--- config.mk ---
export PLATFORM = sky130hd
export DESIGN_NAME = glyph_row_outline_renderer
export DESIGN_NICKNAME = d
export VERILOG_FILES = /design/src/gro_pkg.sv /design/src/gro_front.sv /design/src/gro_queue.sv /design/src/gro_back.sv /design/src/glyph_row_outline_renderer.sv
export SDC_FILE = /design/constraint.sdc
export NUM_CORES = 1
export LEC_CHECK = 0
export BUFFER_PORTS_ARGS = -buffer_cell sky130_fd_sc_hd__buf_4
export CAP_MARGIN = 20
export CELL_PAD_IN_SITES_DETAIL_PLACEMENT = 0
export CELL_PAD_IN_SITES_GLOBAL_PLACEMENT = 1
export CORE_MARGIN = 2
export CORE_UTILIZATION = 28
export CTS_CLUSTER_SIZE = 12
export DETAILED_ROUTE_END_ITERATION = 8
export GPL_ROUTABILITY_DRIVEN = 0
export PLACE_DENSITY_LB_ADDON = 0.1
export SLEW_MARGIN = 20
export SYNTH_ARGS = -nofsm -noshare
export SYNTH_HDL_FRONTEND = slang
export SYNTH_SLANG_ARGS = --single-unit
export TNS_END_PERCENT = 100
--- constraint.sdc ---
create_clock -name clock -period 3.2 [get_ports clock]
set_input_delay 0.64 -clock clock [delete_from_list [all_inputs] [get_ports clock]]
set_output_delay 0.64 -clock clock [all_outputs]
set_load 0.005 [all_outputs]
--- src/gro_pkg.sv ---
`timescale 1ns / 1ps
`default_nettype none
// ---------------------------------------------------------------------------
// gro_pkg
// Shared constants and types of the glyph row outline renderer.
// ---------------------------------------------------------------------------
package gro_pkg;

   localparam int GLYPH_SIZE = 16;
   localparam int MAX_CHARS  = 64;
   localparam int ROW_W      = (GLYPH_SIZE < 16) ? GLYPH_SIZE : 16;
   localparam int COL_W      = $clog2(ROW_W);
   localparam int RNUM_W     = 5;
   localparam int SLOT_W     = 6;
   localparam int LEVEL_W    = 8;
   localparam int PROW_W     = 4;
   localparam int PCOL_W     = 10;

   localparam int QUEUE_DEPTH = 4;
   localparam int QPTR_W      = $clog2(QUEUE_DEPTH);
   localparam int QCNT_W      = $clog2(QUEUE_DEPTH + 1);

   localparam logic [LEVEL_W-1:0] OUTLINE_LEVEL_RAW = 8'h8a;
   localparam logic [LEVEL_W-1:0] LEVEL_MASK_1555   = 8'h1f;

   localparam logic [1:0] CSR_FG_LEVEL     = 2'd0;
   localparam logic [1:0] CSR_BG_LEVEL     = 2'd1;
   localparam logic [1:0] CSR_PIXEL_FORMAT = 2'd2;
   localparam logic [1:0] CSR_ROTATE       = 2'd3;

   // one row waiting to be drawn, with its neighbors
   typedef struct packed {
      logic [ROW_W-1:0]  cur;
      logic [ROW_W-1:0]  up;
      logic [ROW_W-1:0]  down;
      logic [SLOT_W-1:0] slot;
      logic [RNUM_W-1:0] rnum;
      logic              last;
   } gro_job_type;

   typedef struct packed {
      logic        first_valid;
      logic        second_valid;
      gro_job_type first;
      gro_job_type second;
   } gro_push_type;

   typedef struct packed {
      logic [LEVEL_W-1:0] fg_level;
      logic [LEVEL_W-1:0] bg_level;
      logic               pixel_format;
      logic               rotate;
   } gro_cfg_type;

endpackage
`default_nettype wire

--- src/gro_front.sv ---
`timescale 1ns / 1ps
`default_nettype none
// ---------------------------------------------------------------------------
// gro_front
// Takes glyph rows, tracks the row above and the pending row, and turns each
// word into zero, one or two row jobs for the drawing side.
// ---------------------------------------------------------------------------
module gro_front (
   input  wire logic                         clock,
   input  wire logic                         reset,
   input  wire logic                         accept,
   input  wire logic [gro_pkg::ROW_W-1:0]    row_bits,
   input  wire logic [gro_pkg::SLOT_W-1:0]   char_slot,
   input  wire logic                         last_row,
   output gro_pkg::gro_push_type             push
);

   logic [gro_pkg::ROW_W-1:0]  row_above_ff, row_above_in;
   logic [gro_pkg::ROW_W-1:0]  row_pending_ff, row_pending_in;
   logic                       pending_valid_ff, pending_valid_in;
   logic [gro_pkg::RNUM_W-1:0] row_number_ff, row_number_in;
   logic [gro_pkg::SLOT_W-1:0] pending_slot_ff, pending_slot_in;

   gro_pkg::gro_job_type job_pend;
   gro_pkg::gro_job_type job_new;
   logic [gro_pkg::RNUM_W-1:0] rnum_next;
   logic [gro_pkg::ROW_W-1:0]  above_for_new;

   always_comb begin
      rnum_next     = pending_valid_ff ? (row_number_ff + 1'b1) : row_number_ff;
      above_for_new = pending_valid_ff ? row_pending_ff : '0;

      job_pend.cur  = row_pending_ff;
      job_pend.up   = row_above_ff;
      job_pend.down = row_bits;
      job_pend.slot = pending_slot_ff;
      job_pend.rnum = row_number_ff;
      job_pend.last = ~last_row;

      job_new.cur   = row_bits;
      job_new.up    = above_for_new;
      job_new.down  = '0;
      job_new.slot  = char_slot;
      job_new.rnum  = rnum_next;
      job_new.last  = 1'b1;

      // pending row job goes first; the closing row follows it
      push.first_valid  = accept & (pending_valid_ff | last_row);
      push.second_valid = accept & pending_valid_ff & last_row;
      push.first        = pending_valid_ff ? job_pend : job_new;
      push.second       = job_new;

      row_above_in     = row_above_ff;
      row_pending_in   = row_pending_ff;
      pending_valid_in = pending_valid_ff;
      row_number_in    = row_number_ff;
      pending_slot_in  = pending_slot_ff;
      if (accept) begin
         if (last_row) begin
            row_above_in     = '0;
            row_pending_in   = '0;
            pending_valid_in = 1'b0;
            row_number_in    = '0;
            pending_slot_in  = '0;
         end else begin
            row_above_in     = above_for_new;
            row_pending_in   = row_bits;
            pending_valid_in = 1'b1;
            row_number_in    = rnum_next;
            pending_slot_in  = char_slot;
         end
      end
   end

   always_ff @(posedge clock) begin
      if (reset) begin
         row_above_ff     <= '0;
         row_pending_ff   <= '0;
         pending_valid_ff <= 1'b0;
         row_number_ff    <= '0;
         pending_slot_ff  <= '0;
      end else begin
         row_above_ff     <= row_above_in;
         row_pending_ff   <= row_pending_in;
         pending_valid_ff <= pending_valid_in;
         row_number_ff    <= row_number_in;
         pending_slot_ff  <= pending_slot_in;
      end
   end

endmodule
`default_nettype wire

--- src/gro_queue.sv ---
`timescale 1ns / 1ps
`default_nettype none
// ---------------------------------------------------------------------------
// gro_queue
// Short job queue between front and back; takes up to two jobs a cycle and
// hands out one.
// ---------------------------------------------------------------------------
module gro_queue (
   input  wire logic                  clock,
   input  wire logic                  reset,
   input  gro_pkg::gro_push_type      push,
   input  wire logic                  pop,
   output gro_pkg::gro_job_type       head,
   output logic                       not_empty,
   output logic                       room_for_two
);

   gro_pkg::gro_job_type entries_ff [gro_pkg::QUEUE_DEPTH];

   logic [gro_pkg::QPTR_W-1:0] wr_ptr_ff, wr_ptr_in;
   logic [gro_pkg::QPTR_W-1:0] rd_ptr_ff, rd_ptr_in;
   logic [gro_pkg::QCNT_W-1:0] count_ff, count_in;
   logic [gro_pkg::QPTR_W-1:0] wr_ptr_plus1;
   logic [gro_pkg::QCNT_W-1:0] push_count;

   assign head         = entries_ff[rd_ptr_ff];
   assign not_empty    = (count_ff != '0);
   assign room_for_two = (count_ff <= gro_pkg::QCNT_W'(gro_pkg::QUEUE_DEPTH - 2));

   always_comb begin
      wr_ptr_plus1 = wr_ptr_ff + 1'b1;
      push_count   = gro_pkg::QCNT_W'(push.first_valid) + gro_pkg::QCNT_W'(push.second_valid);
      wr_ptr_in    = wr_ptr_ff + gro_pkg::QPTR_W'(push_count);
      rd_ptr_in    = pop ? (rd_ptr_ff + 1'b1) : rd_ptr_ff;
      count_in     = count_ff + push_count - gro_pkg::QCNT_W'(pop);
   end

   always_ff @(posedge clock) begin
      if (push.first_valid) begin
         entries_ff[wr_ptr_ff] <= push.first;
      end
      if (push.second_valid) begin
         entries_ff[wr_ptr_plus1] <= push.second;
      end
   end

   always_ff @(posedge clock) begin
      if (reset) begin
         wr_ptr_ff <= '0;
         rd_ptr_ff <= '0;
         count_ff  <= '0;
      end else begin
         wr_ptr_ff <= wr_ptr_in;
         rd_ptr_ff <= rd_ptr_in;
         count_ff  <= count_in;
      end
   end

   a_count_bound : assert property (@(posedge clock) disable iff (reset)
      count_ff <= gro_pkg::QCNT_W'(gro_pkg::QUEUE_DEPTH))
      else $error("job queue count beyond depth");

   a_no_pop_empty : assert property (@(posedge clock) disable iff (reset)
      pop |-> not_empty)
      else $error("job queue popped while empty");

   a_second_needs_first : assert property (@(posedge clock) disable iff (reset)
      push.second_valid |-> (push.first_valid && room_for_two))
      else $error("second job pushed without first or without room");

   a_ptr_gap : assert property (@(posedge clock) disable iff (reset)
      (count_ff != gro_pkg::QCNT_W'(gro_pkg::QUEUE_DEPTH)) |->
         (gro_pkg::QPTR_W'(wr_ptr_ff - rd_ptr_ff) == gro_pkg::QPTR_W'(count_ff)))
      else $error("job queue pointers disagree with count");

endmodule
`default_nettype wire

--- src/gro_back.sv ---
`timescale 1ns / 1ps
`default_nettype none
// ---------------------------------------------------------------------------
// gro_back
// Draws the job at the queue head, one pixel a cycle while rsp_stall is low,
// into the output register.
// ---------------------------------------------------------------------------
module gro_back (
   input  wire logic                          clock,
   input  wire logic                          reset,
   input  gro_pkg::gro_cfg_type               cfg,
   input  gro_pkg::gro_job_type               job,
   input  wire logic                          job_valid,
   output logic                               job_done,
   output logic                               rsp_valid,
   input  wire logic                          rsp_stall,
   output logic [gro_pkg::LEVEL_W-1:0]        rsp_level,
   output logic                               rsp_alpha,
   output logic [gro_pkg::PROW_W-1:0]         rsp_pixel_row,
   output logic [gro_pkg::PCOL_W-1:0]         rsp_pixel_col,
   output logic                               rsp_run_end
);

   localparam logic [gro_pkg::COL_W-1:0] LAST_COL = gro_pkg::COL_W'(gro_pkg::ROW_W - 1);

   logic [gro_pkg::COL_W-1:0] col_ff, col_in;
   logic                      valid_ff, valid_in;
   logic [gro_pkg::LEVEL_W-1:0] level_ff, level_in;
   logic                      alpha_ff, alpha_in;
   logic [gro_pkg::PROW_W-1:0] prow_ff, prow_in;
   logic [gro_pkg::PCOL_W-1:0] pcol_ff, pcol_in;
   logic                      run_end_ff, run_end_in;

   logic                      advance;
   logic [gro_pkg::COL_W-1:0] idx;
   logic                      cur_bit, left_bit, right_bit, edge_px;
   logic [2:0]                k;
   logic [gro_pkg::RNUM_W-1:0] rflip;

   always_comb begin
      advance   = job_valid & (~valid_ff | ~rsp_stall);
      job_done  = advance & (col_ff == LAST_COL);

      // column 0 is the most significant bit
      idx       = LAST_COL - col_ff;
      k         = col_ff[2:0];
      cur_bit   = job.cur[idx];
      left_bit  = (k != 3'd0) & job.cur[gro_pkg::COL_W'(idx + 1'b1)];
      right_bit = (k != 3'd7) & job.cur[gro_pkg::COL_W'(idx - 1'b1)];
      edge_px   = left_bit | right_bit | job.up[idx] | job.down[idx];

      if (cur_bit) begin
         level_in = cfg.pixel_format ? (cfg.fg_level & gro_pkg::LEVEL_MASK_1555)
                                     : cfg.fg_level;
         alpha_in = cfg.pixel_format;
      end else if (cfg.pixel_format) begin
         level_in = edge_px ? (gro_pkg::OUTLINE_LEVEL_RAW & gro_pkg::LEVEL_MASK_1555)
                            : (cfg.bg_level & gro_pkg::LEVEL_MASK_1555);
         alpha_in = edge_px;
      end else begin
         level_in = cfg.bg_level;
         alpha_in = 1'b0;
      end

      rflip      = gro_pkg::RNUM_W'(gro_pkg::GLYPH_SIZE - 1) - job.rnum;
      prow_in    = cfg.rotate ? rflip[gro_pkg::PROW_W-1:0] : job.rnum[gro_pkg::PROW_W-1:0];
      pcol_in    = gro_pkg::PCOL_W'(job.slot * gro_pkg::GLYPH_SIZE + col_ff);
      run_end_in = job.last & (col_ff == LAST_COL);

      col_in   = col_ff;
      valid_in = valid_ff;
      if (advance) begin
         col_in   = (col_ff == LAST_COL) ? '0 : (col_ff + 1'b1);
         valid_in = 1'b1;
      end else if (~rsp_stall) begin
         valid_in = 1'b0;
      end
   end

   always_ff @(posedge clock) begin
      if (reset) begin
         col_ff   <= '0;
         valid_ff <= 1'b0;
      end else begin
         col_ff   <= col_in;
         valid_ff <= valid_in;
      end
   end

   always_ff @(posedge clock) begin
      if (advance) begin
         level_ff   <= level_in;
         alpha_ff   <= alpha_in;
         prow_ff    <= prow_in;
         pcol_ff    <= pcol_in;
         run_end_ff <= run_end_in;
      end
   end

   assign rsp_valid     = valid_ff;
   assign rsp_level     = level_ff;
   assign rsp_alpha     = alpha_ff;
   assign rsp_pixel_row = prow_ff;
   assign rsp_pixel_col = pcol_ff;
   assign rsp_run_end   = run_end_ff;

endmodule
`default_nettype wire

--- src/glyph_row_outline_renderer.sv ---
`timescale 1ns / 1ps
`default_nettype none
// ---------------------------------------------------------------------------
// glyph_row_outline_renderer
// Renders glyph rows as gray or 1555 pixels; 1555 adds a one-pixel outline.
// ---------------------------------------------------------------------------
// Each row word is drawn once the row below it has arrived, so a word gives
// no pixels when it opens a glyph of more than one row, 16 pixels, or 32
// pixels when it closes a glyph of two or more rows; run_end marks the last
// pixel of each word. The drawing side puts out one pixel per cycle while
// rsp_stall is low. A queue of four row jobs sits between the row tracker
// and the drawing side; a row word is taken whenever two job slots are free,
// so several words may be taken while earlier rows are still being drawn.
// Configuration writes are always ready and should only be made while the
// block is idle.
module glyph_row_outline_renderer (
   input  wire logic                          clock,
   input  wire logic                          reset,
   input  wire logic                          req_valid,
   output logic                               req_stall,
   input  wire logic [15:0]                   req_row_bits,
   input  wire logic [gro_pkg::SLOT_W-1:0]    req_char_slot,
   input  wire logic                          req_last_row,
   output logic                               rsp_valid,
   input  wire logic                          rsp_stall,
   output logic [gro_pkg::LEVEL_W-1:0]        rsp_level,
   output logic                               rsp_alpha,
   output logic [gro_pkg::PROW_W-1:0]         rsp_pixel_row,
   output logic [gro_pkg::PCOL_W-1:0]         rsp_pixel_col,
   output logic                               rsp_run_end,
   input  wire logic                          csr_valid,
   output logic                               csr_ready,
   input  wire logic [1:0]                    csr_index,
   input  wire logic [7:0]                    csr_data
);

   gro_pkg::gro_cfg_type  cfg_ff, cfg_in;
   gro_pkg::gro_push_type push;
   gro_pkg::gro_job_type  head;
   logic                  not_empty;
   logic                  room_for_two;
   logic                  job_done;
   logic                  req_accept;
   logic [gro_pkg::ROW_W-1:0]  row_masked;
   logic [gro_pkg::SLOT_W-1:0] slot_wrapped;

   assign csr_ready    = 1'b1;
   assign req_stall    = ~room_for_two;
   assign req_accept   = req_valid & ~req_stall;
   assign row_masked   = req_row_bits[gro_pkg::ROW_W-1:0];
   assign slot_wrapped = gro_pkg::SLOT_W'(req_char_slot % gro_pkg::MAX_CHARS);

   always_comb begin
      cfg_in = cfg_ff;
      if (csr_valid & csr_ready) begin
         case (csr_index)
            gro_pkg::CSR_FG_LEVEL:     cfg_in.fg_level     = csr_data;
            gro_pkg::CSR_BG_LEVEL:     cfg_in.bg_level     = csr_data;
            gro_pkg::CSR_PIXEL_FORMAT: cfg_in.pixel_format = csr_data[0];
            gro_pkg::CSR_ROTATE:       cfg_in.rotate       = csr_data[0];
            default:                   cfg_in = cfg_ff;
         endcase
      end
   end

   always_ff @(posedge clock) begin
      if (reset) begin
         cfg_ff.fg_level     <= 8'hff;
         cfg_ff.bg_level     <= 8'h00;
         cfg_ff.pixel_format <= 1'b0;
         cfg_ff.rotate       <= 1'b0;
      end else begin
         cfg_ff <= cfg_in;
      end
   end

   gro_front u_front (
      .clock     (clock),
      .reset     (reset),
      .accept    (req_accept),
      .row_bits  (row_masked),
      .char_slot (slot_wrapped),
      .last_row  (req_last_row),
      .push      (push)
   );

   gro_queue u_queue (
      .clock        (clock),
      .reset        (reset),
      .push         (push),
      .pop          (job_done),
      .head         (head),
      .not_empty    (not_empty),
      .room_for_two (room_for_two)
   );

   gro_back u_back (
      .clock         (clock),
      .reset         (reset),
      .cfg           (cfg_ff),
      .job           (head),
      .job_valid     (not_empty),
      .job_done      (job_done),
      .rsp_valid     (rsp_valid),
      .rsp_stall     (rsp_stall),
      .rsp_level     (rsp_level),
      .rsp_alpha     (rsp_alpha),
      .rsp_pixel_row (rsp_pixel_row),
      .rsp_pixel_col (rsp_pixel_col),
      .rsp_run_end   (rsp_run_end)
   );

endmodule
`default_nettype wire

==> results.ini, run 1 <==
[critical_path]
rr_endpoint = u_back.rsp_level[1]
endpoint_kind = flop
startpoint_type = flop
rrSetupSlack_ns = -0.006
r2r_cells = 10
path_max_fanout = 6
cp_slowest_stage_delay_ns = 0.53
cpMaxStageDelayCell = mux4_2
endpoint = u_back.rsp_level[1]
worstPathRequired_ns = 3.50
cp_top_family = multiplexers
worstPathCellList = buf_12 -> mux4_2 -> mux2_4 -> mux4_2 -> a22o_1 -> a311oi_4 -> buf_4 -> a21boi_4 -> buf_12 -> a221oi_2
critical_path_buf_inv_count = 3
critical_path_class = reg -> reg
cp.depth = 10
crit_arrival_ns = 3.51

[timing]
setup_ws_ns = -0.006379
max_freq_mhz = 311.9
relSlewSlack_pct = 28.62
finalHoldViolCount = 0
fin_skew_ns = 0.01324
finalCritPeriodShare_pct = 100.2
rsz0062_at_grt = yes
slew_viol_final = 0
worst_pin_slew_ns = 1.071
post-route-min-period_ns = 3.206
finalSetupViolCount = 2

[worst_hold_path]
hold_class = in -> reg

[cells_and_area]
fillerInstances = 5367
final_util_pct = 33.75
synthToLayoutAreaGrowth_pct = 19.77
nNetsFinal = 1492
drive_above_1_share_pct = 18.06

[clock_tree]
ctsHoldBuffers = 0
cts_tree = done
clk_latency_ns = 0.57
path_clk_slew_ns = 0.06
clock_sinks = 335
cts_buffers = 42
root_buffer = clkbuf_16
h-tree-depth = 2
clock_tree.buffer_depth = 3

[global_routing]
grt_max_degree = 75
grt_pass1_wl_mm = 79.82
grt_antenna_before_repair = 1
grt_pass1_vias = 11369
grt_overflow = 0
grtUsageTotal_pct = 19.45

[power]
ir_drop_v = 0.0002907
swShare_pct = 31.60
power_uw = 13620
pwr-share-clk_pct = 33.6
power.density_nw_per_um2 = 754.4
intPower_uw = 9316
p_seq_share_pct = 42.7
p_leak_uw = 0.006140
p_sw_uw = 4303
power_frac_comb_pct = 23.6

[drt]
drc = 0
drt_iter0_markers = 943
dr.pass1.iters = 5
vias_per_cell = 5.271
wl_per_cell_um = 25.15
postRouteAntennaNets = 0
vias = 11439
drt-total-wl_mm = 54.57

[status]
violations = negative setup slack
status = finished, violations left

[die]
die_w_um = 236.0
die_area_um2 = 55700
std_cell_rows = 85
io_pins = 65
core_um2 = 53500
die-height_um = 236.0
floorplan.initialDensity_pct = 28.17

[logic_synthesis]
synth_area_um2 = 15070
async_flop_share_pct = 0
synth_area_per_cell_um2 = 11.02
synth-seq-cells = 335
synth_fp_nets = 1420
netlist_instances = 1368
synth-edff-count = 192
synth_ff_type = edfxtp_1
yosysSeqAreaShare_pct = 57.25
synth_cell_types = 59
ys_warn_count = 0

[place]
port_buffers = 63
hpwl_mm = 34.24
place_ws_ns = -0.2246

[flow_run]
max_cap_viol_count = 0

==> cells by family after synthesis <==
| group | Yosys count | share of synthesized area, % |
|---|---|---|
| adder cells (fa/ha/maj) | 14 | 1.212 |
| AO/OA/AOI/OAI | 371 | 16.95 |
| multiplexers | 68 | 7.156 |
| other | 1 | 0.02488 |
| XOR/XNOR | 14 | 0.8136 |
| flip-flops | 335 | 57.25 |
| AND/OR/NAND/NOR | 427 | 12.98 |
| buffers and inverters | 138 | 3.620 |
==> layer usage <==
| metal | global-route usage [%] | vias up | wire, um |
|---|---|---|---|
| met5 | 0 | - | 0 |
| met4 | 4.729 | 0 | 1127 |
| met3 | 3.148 | 73 | 2468 |
| met2 | 32.61 | 285 | 26380 |
| met1 | 26.22 | 5843 | 24590 |
| li1 | - | 5238 | - |
==> flip-flops by register name (all words and copies together), names as in the netlist, 4 cells and up, named ones only <==
signal	cells
u_queue.entries_ff	236
cfg_ff	18
u_front.row_above_ff	16
u_front.row_pending_ff	16
u_back.rsp_pixel_col	10
u_back.rsp_level	8
u_front.pending_slot_ff	6
u_back.col_ff	4
u_back.rsp_pixel_row	4
u_front.row_number_ff	4
==> synth_stat cells, drive strengths merged, types with 6 or more instances <==
cell type	number	area, um^2
edfxtp	192	5766
a21oi	67	335.3
a211oi	12	90.09
mux2	8	90.09
nor3	35	175.2
nand3	28	140.1
a211o	10	87.58
or3	6	37.54
o21ai	92	460.4
nand3b	23	172.7
buf	20	102.6
nor3b	12	90.09
inv	21	78.83
clkbuf	95	356.6
nand2	142	533.0
mux4	31	698.2
mux2i	29	290.3
nor2	137	514.2
a22oi	65	488.0
a22o	88	770.7
o22ai	6	37.54
nand2b	7	43.79
ha	13	162.7
nor2b	19	118.9
xor2	9	78.83
dfxtp	143	2863
==> placed cells by master, fill, tap and decap left out, drive strengths merged, types with 4 or more instances in the layout <==
cell type  Yosys  layout
nor2         137     137
o21a           4       4
edfxtp       192     192
nand2        142     142
a22o          88      88
a211o         10      10
clkinv         2       6
nand3b        23      23
a32o           5       5
clkbuf        95      69
a21oi         67      67
or3            6       6
mux2           8       8
xor2           9       9
and2           4       4
nand3         28      28
a211oi        12      12
nor3b         12      12
dfxtp        143     143
inv           21      22
mux4          31      31
mux2i         29      29
xnor2          5       5
buf           20     143
a22oi         65      65
ha            13      13
o21ai         92      92
nor2b         19      19
nor3          35      35
o22ai          6       6
nand2b         7       7
==> power groups by stage <==
stage | Sequential [uW] | Clock [uW] | Combinational (uW)
after detailed placement | 5900 | 0 | 3220
after CTS | 5830 | 4690 | 3240
after global placement | 5900 | 0 | 3190
after floorplan | 5730 | 0 | 1700
final | 5820 | 4580 | 3220
after global routing | 5900 | 4850 | 3470
==> worst min path at each step <==
stage / from / end / cells past startpoint
after floorplan: u_back.col_ff[3] / u_back.rsp_pixel_col[3] / 0
after global placement: u_queue.entries_ff[2][20] / u_queue.entries_ff[2][20] / 2
final: csr_data[5] / cfg_ff[15] / 2
after CTS: csr_data[5] / cfg_ff[15] / 2
after global routing: csr_data[6] / cfg_ff[16] / 2
after detailed placement: u_queue.entries_ff[2][20] / u_queue.entries_ff[2][20] / 2
==> repair_timing <==
item,in CTS,in global routing
pin swaps,0,1
buffers inserted,4,0
setup endpoints to repair,6,6
resized for setup,6,4
==> through the flow <==
step | setup TNS [ns] | cells | cell area (um^2) | hold slack, ns
floorplan | 0 | 1368 | 15080 | 0.4029
global placement | -0.4775 | 2088 | 16650 | 0.4262
detailed placement | -0.9345 | 2088 | 16650 | 0.4375
CTS | -0.05299 | 2169 | 18030 | 0.2545
global route | -0.3257 | 2169 | 18050 | 0.2691
finish | -0.01152 | 2170 | 18050 | 0.2820
==> final cells by class <==
| type | count | area [um^2] | area share, % |
|---|---|---|---|
| diodes | 1 | 2.502 | 0.01386 |
| well taps | 696 | 870.8 | 4.824 |
| clock buffers | 69 | 1255 | 6.952 |
| inverters | 23 | 93.84 | 0.5198 |
| clock inverters | 8 | 48.80 | 0.2703 |
| multi-input cells | 895 | 5981 | 33.13 |
| flip-flops and latches | 335 | 8636 | 47.84 |
| repair buffers | 143 | 1165 | 6.453 |
(Power assumes the default switching activity.)
==> inputs of run 2 (changes only) <==
ABC_AREA = 1   (was not set)
BUFFER_PORTS_ARGS = -buffer_cell sky130_fd_sc_hd__buf_2   (was -buffer_cell sky130_fd_sc_hd__buf_4)
==> results.ini, run 2 <==
[die]
io_pins = 65
core_um2 = 52660
floorplan.initialDensity_pct = 28.43
die_area_um2 = 55320
die-height_um = 235.2
die_w_um = 235.2
std_cell_rows = 84

[critical_path]
worstPathCellList = nand2_1 -> inv_1 -> nand2_1 -> a21oi_1 -> nor2_1 -> nand2_1 -> nand3_1 -> nand2_1 -> nand3_1 -> nand2_1 -> a21oi_1
cpMaxStageDelayCell = dfxtp_1
cp_common_cell = nand2_1
critical_path_buf_inv_count = 1
critical_path_class = reg -> reg
rr_startpoint = u_back.col_ff[1]
worstPathRequired_ns = 3.50
cp_top_family = simple AND/OR/NAND/NOR gates
cp-startpoint = u_back.col_ff[1]
startpoint_type = flop
path_max_fanout = 10
crit_arrival_ns = 3.09
cp_slowest_stage_delay_ns = 0.63
endpoint_kind = flop

[flow_run]
max_cap_viol_count = 0

[status]
status = finished clean

[logic_synthesis]
synth-edff-count = 192
synth_cell_types = 37
ys_warn_count = 0
synth_fp_nets = 1704
synth_area_per_cell_um2 = 9.061
synth-seq-cells = 335
yosysMostFrequentCell = nand2_1
synth_area_um2 = 14970
synth_area_leaders = edfxtp_1, dfxtp_1, o22ai_1, nand2_1, inv_1
synth_area_leader_cell = edfxtp_1
yosys.area.top_type_share_pct = 38.52
async_flop_share_pct = 0
ys_top_cells_by_count = nand2_1, o22ai_1, edfxtp_1
netlist_instances = 1652
yosysSeqAreaShare_pct = 57.64
synth_ff_type = edfxtp_1

[clock_tree]
path_clk_slew_ns = 0.06
root_buffer = clkbuf_16
post_cts_buffers = 0
cts_resized = 0
cts_tree = done
cts_buffers = 42
h-tree-depth = 2
ctsHoldBuffers = 0
clock_sinks = 335
clk_latency_ns = 0.57
clock_tree.buffer_depth = 3

[cells_and_area]
drive_above_1_share_pct = 11.69
largest_reg_flops = 236
regMostFlops = u_queue.entries_ff
finalInstanceArea_um2 = 17480
layout_commonest_cell = nand2_1
final_cell_mix = nand2_1, o22ai_1, edfxtp_1
nNetsFinal = 1756
num_antenna_cells = 0
synthToLayoutAreaGrowth_pct = 16.75
largestRegisters = u_queue.entries_ff x236, cfg_ff x18
final_util_pct = 33.19

[drt]
drc = 0
dr.pass1.iters = 5
wl_per_cell_um = 22.08
postRouteAntennaNets = 0
drt-total-wl_mm = 53.55
drt_iter0_markers = 783
vias = 12257
vias_per_cell = 5.054

[timing]
finalSetupViolCount = 0
slew_viol_final = 0
post-route-min-period_ns = 2.792
worst_hold_slack_ns = 0.2900
finalCritPeriodShare_pct = 87.26
max_freq_mhz = 358.1
worst_pin_slew_ns = 1.031
setup_ws_ns = 0.4077
tns_ns = 0
relSlewSlack_pct = 31.25
finalHoldViolCount = 0
rsz0062_at_grt = no
fin_skew_ns = 0.02145

[global_routing]
grt_pass1_vias = 12165
grt_overflow = 0
grtUsageTotal_pct = 19.05
grt_pass1_wl_mm = 79.58
grt_max_degree = 59
grt_antenna_before_repair = 0

[worst_hold_path]
worstHoldStart = csr_data[4]
hold_class = in -> reg

[place]
hpwl_mm = 31.31
port_buffers = 63
placed_area_um2 = 16190
place_ws_ns = 0.4408

[power]
ir_drop_v = 0.0003545
p_leak_uw = 0.006737
power.density_nw_per_um2 = 698.6

[run 2: worst paths after layout]
| path | to | slack [ns] | cells after the start |
|---|---|---|---|
| setup / recovery | u_back.rsp_level[3] | 0.41 | 11 |
| hold / removal | cfg_ff[14] | 0.29 | 3 |
| setup reg to reg | u_back.rsp_level[3] | 0.41 | 11 |
| hold reg to reg | u_queue.entries_ff[2][14] | 0.46 | 2 |
[run 2: cells by family after synthesis]
logic type	count (synthesis)	share of synthesized area, %
AND/OR/NAND/NOR	616	17.36
AO/OA/AOI/OAI	407	15.67
flip-flops	335	57.64
buffers and inverters	268	7.440
adder cells (fa/ha/maj)	14	1.220
XOR/XNOR	11	0.6436
other	1	0.02505
[run 2: final cells by class]
class                      count  area, um^2
tap                          688       860.8
clock inverter                16       91.34
sequential                   335        8635
timing repair buffer         116       825.8
multi-input combinational   1049        5266
inverter                     160       603.1
clock buffer                  61        1194
fill                        5439       35180
[run 2: through the flow]
step | cells | power (uW)
floorplan | 1652 | 6860
global placement | 2348 | 7816
detailed placement | 2348 | 7821
CTS | 2425 | 12370
global route | 2425 | 12780
finish | 2425 | 12210
[run 2: where the power goes]
| part | internal [uW] | switching [uW] | leakage [uW] |
|---|---|---|---|
| logic | 730 | 1580 | 0.00313 |
| clock network | 2590 | 1910 | 0.000628 |
| registers | 5210 | 188 | 0.00298 |
| total | 8530 | 3680 | 0.00674 |
[run 2: worst reg2reg max path, delay by kind of cell, from the launching register on]
kind / cells / cell delay [ns]
buffers and inverters: 1 / 0.26
AO/OA/AOI/OAI: 2 / 0.31
flip-flops: 1 / 0.63
AND/OR/NAND/NOR: 8 / 1.34
[run 2: layer usage]
layer	wire length [um]	global-route usage, %	up-vias
met1	24920	25.63	6054
met5	0	0	-
li1	-	-	5871
met4	1092	5.260	0
met2	25570	32.21	263
met3	1965	2.392	69
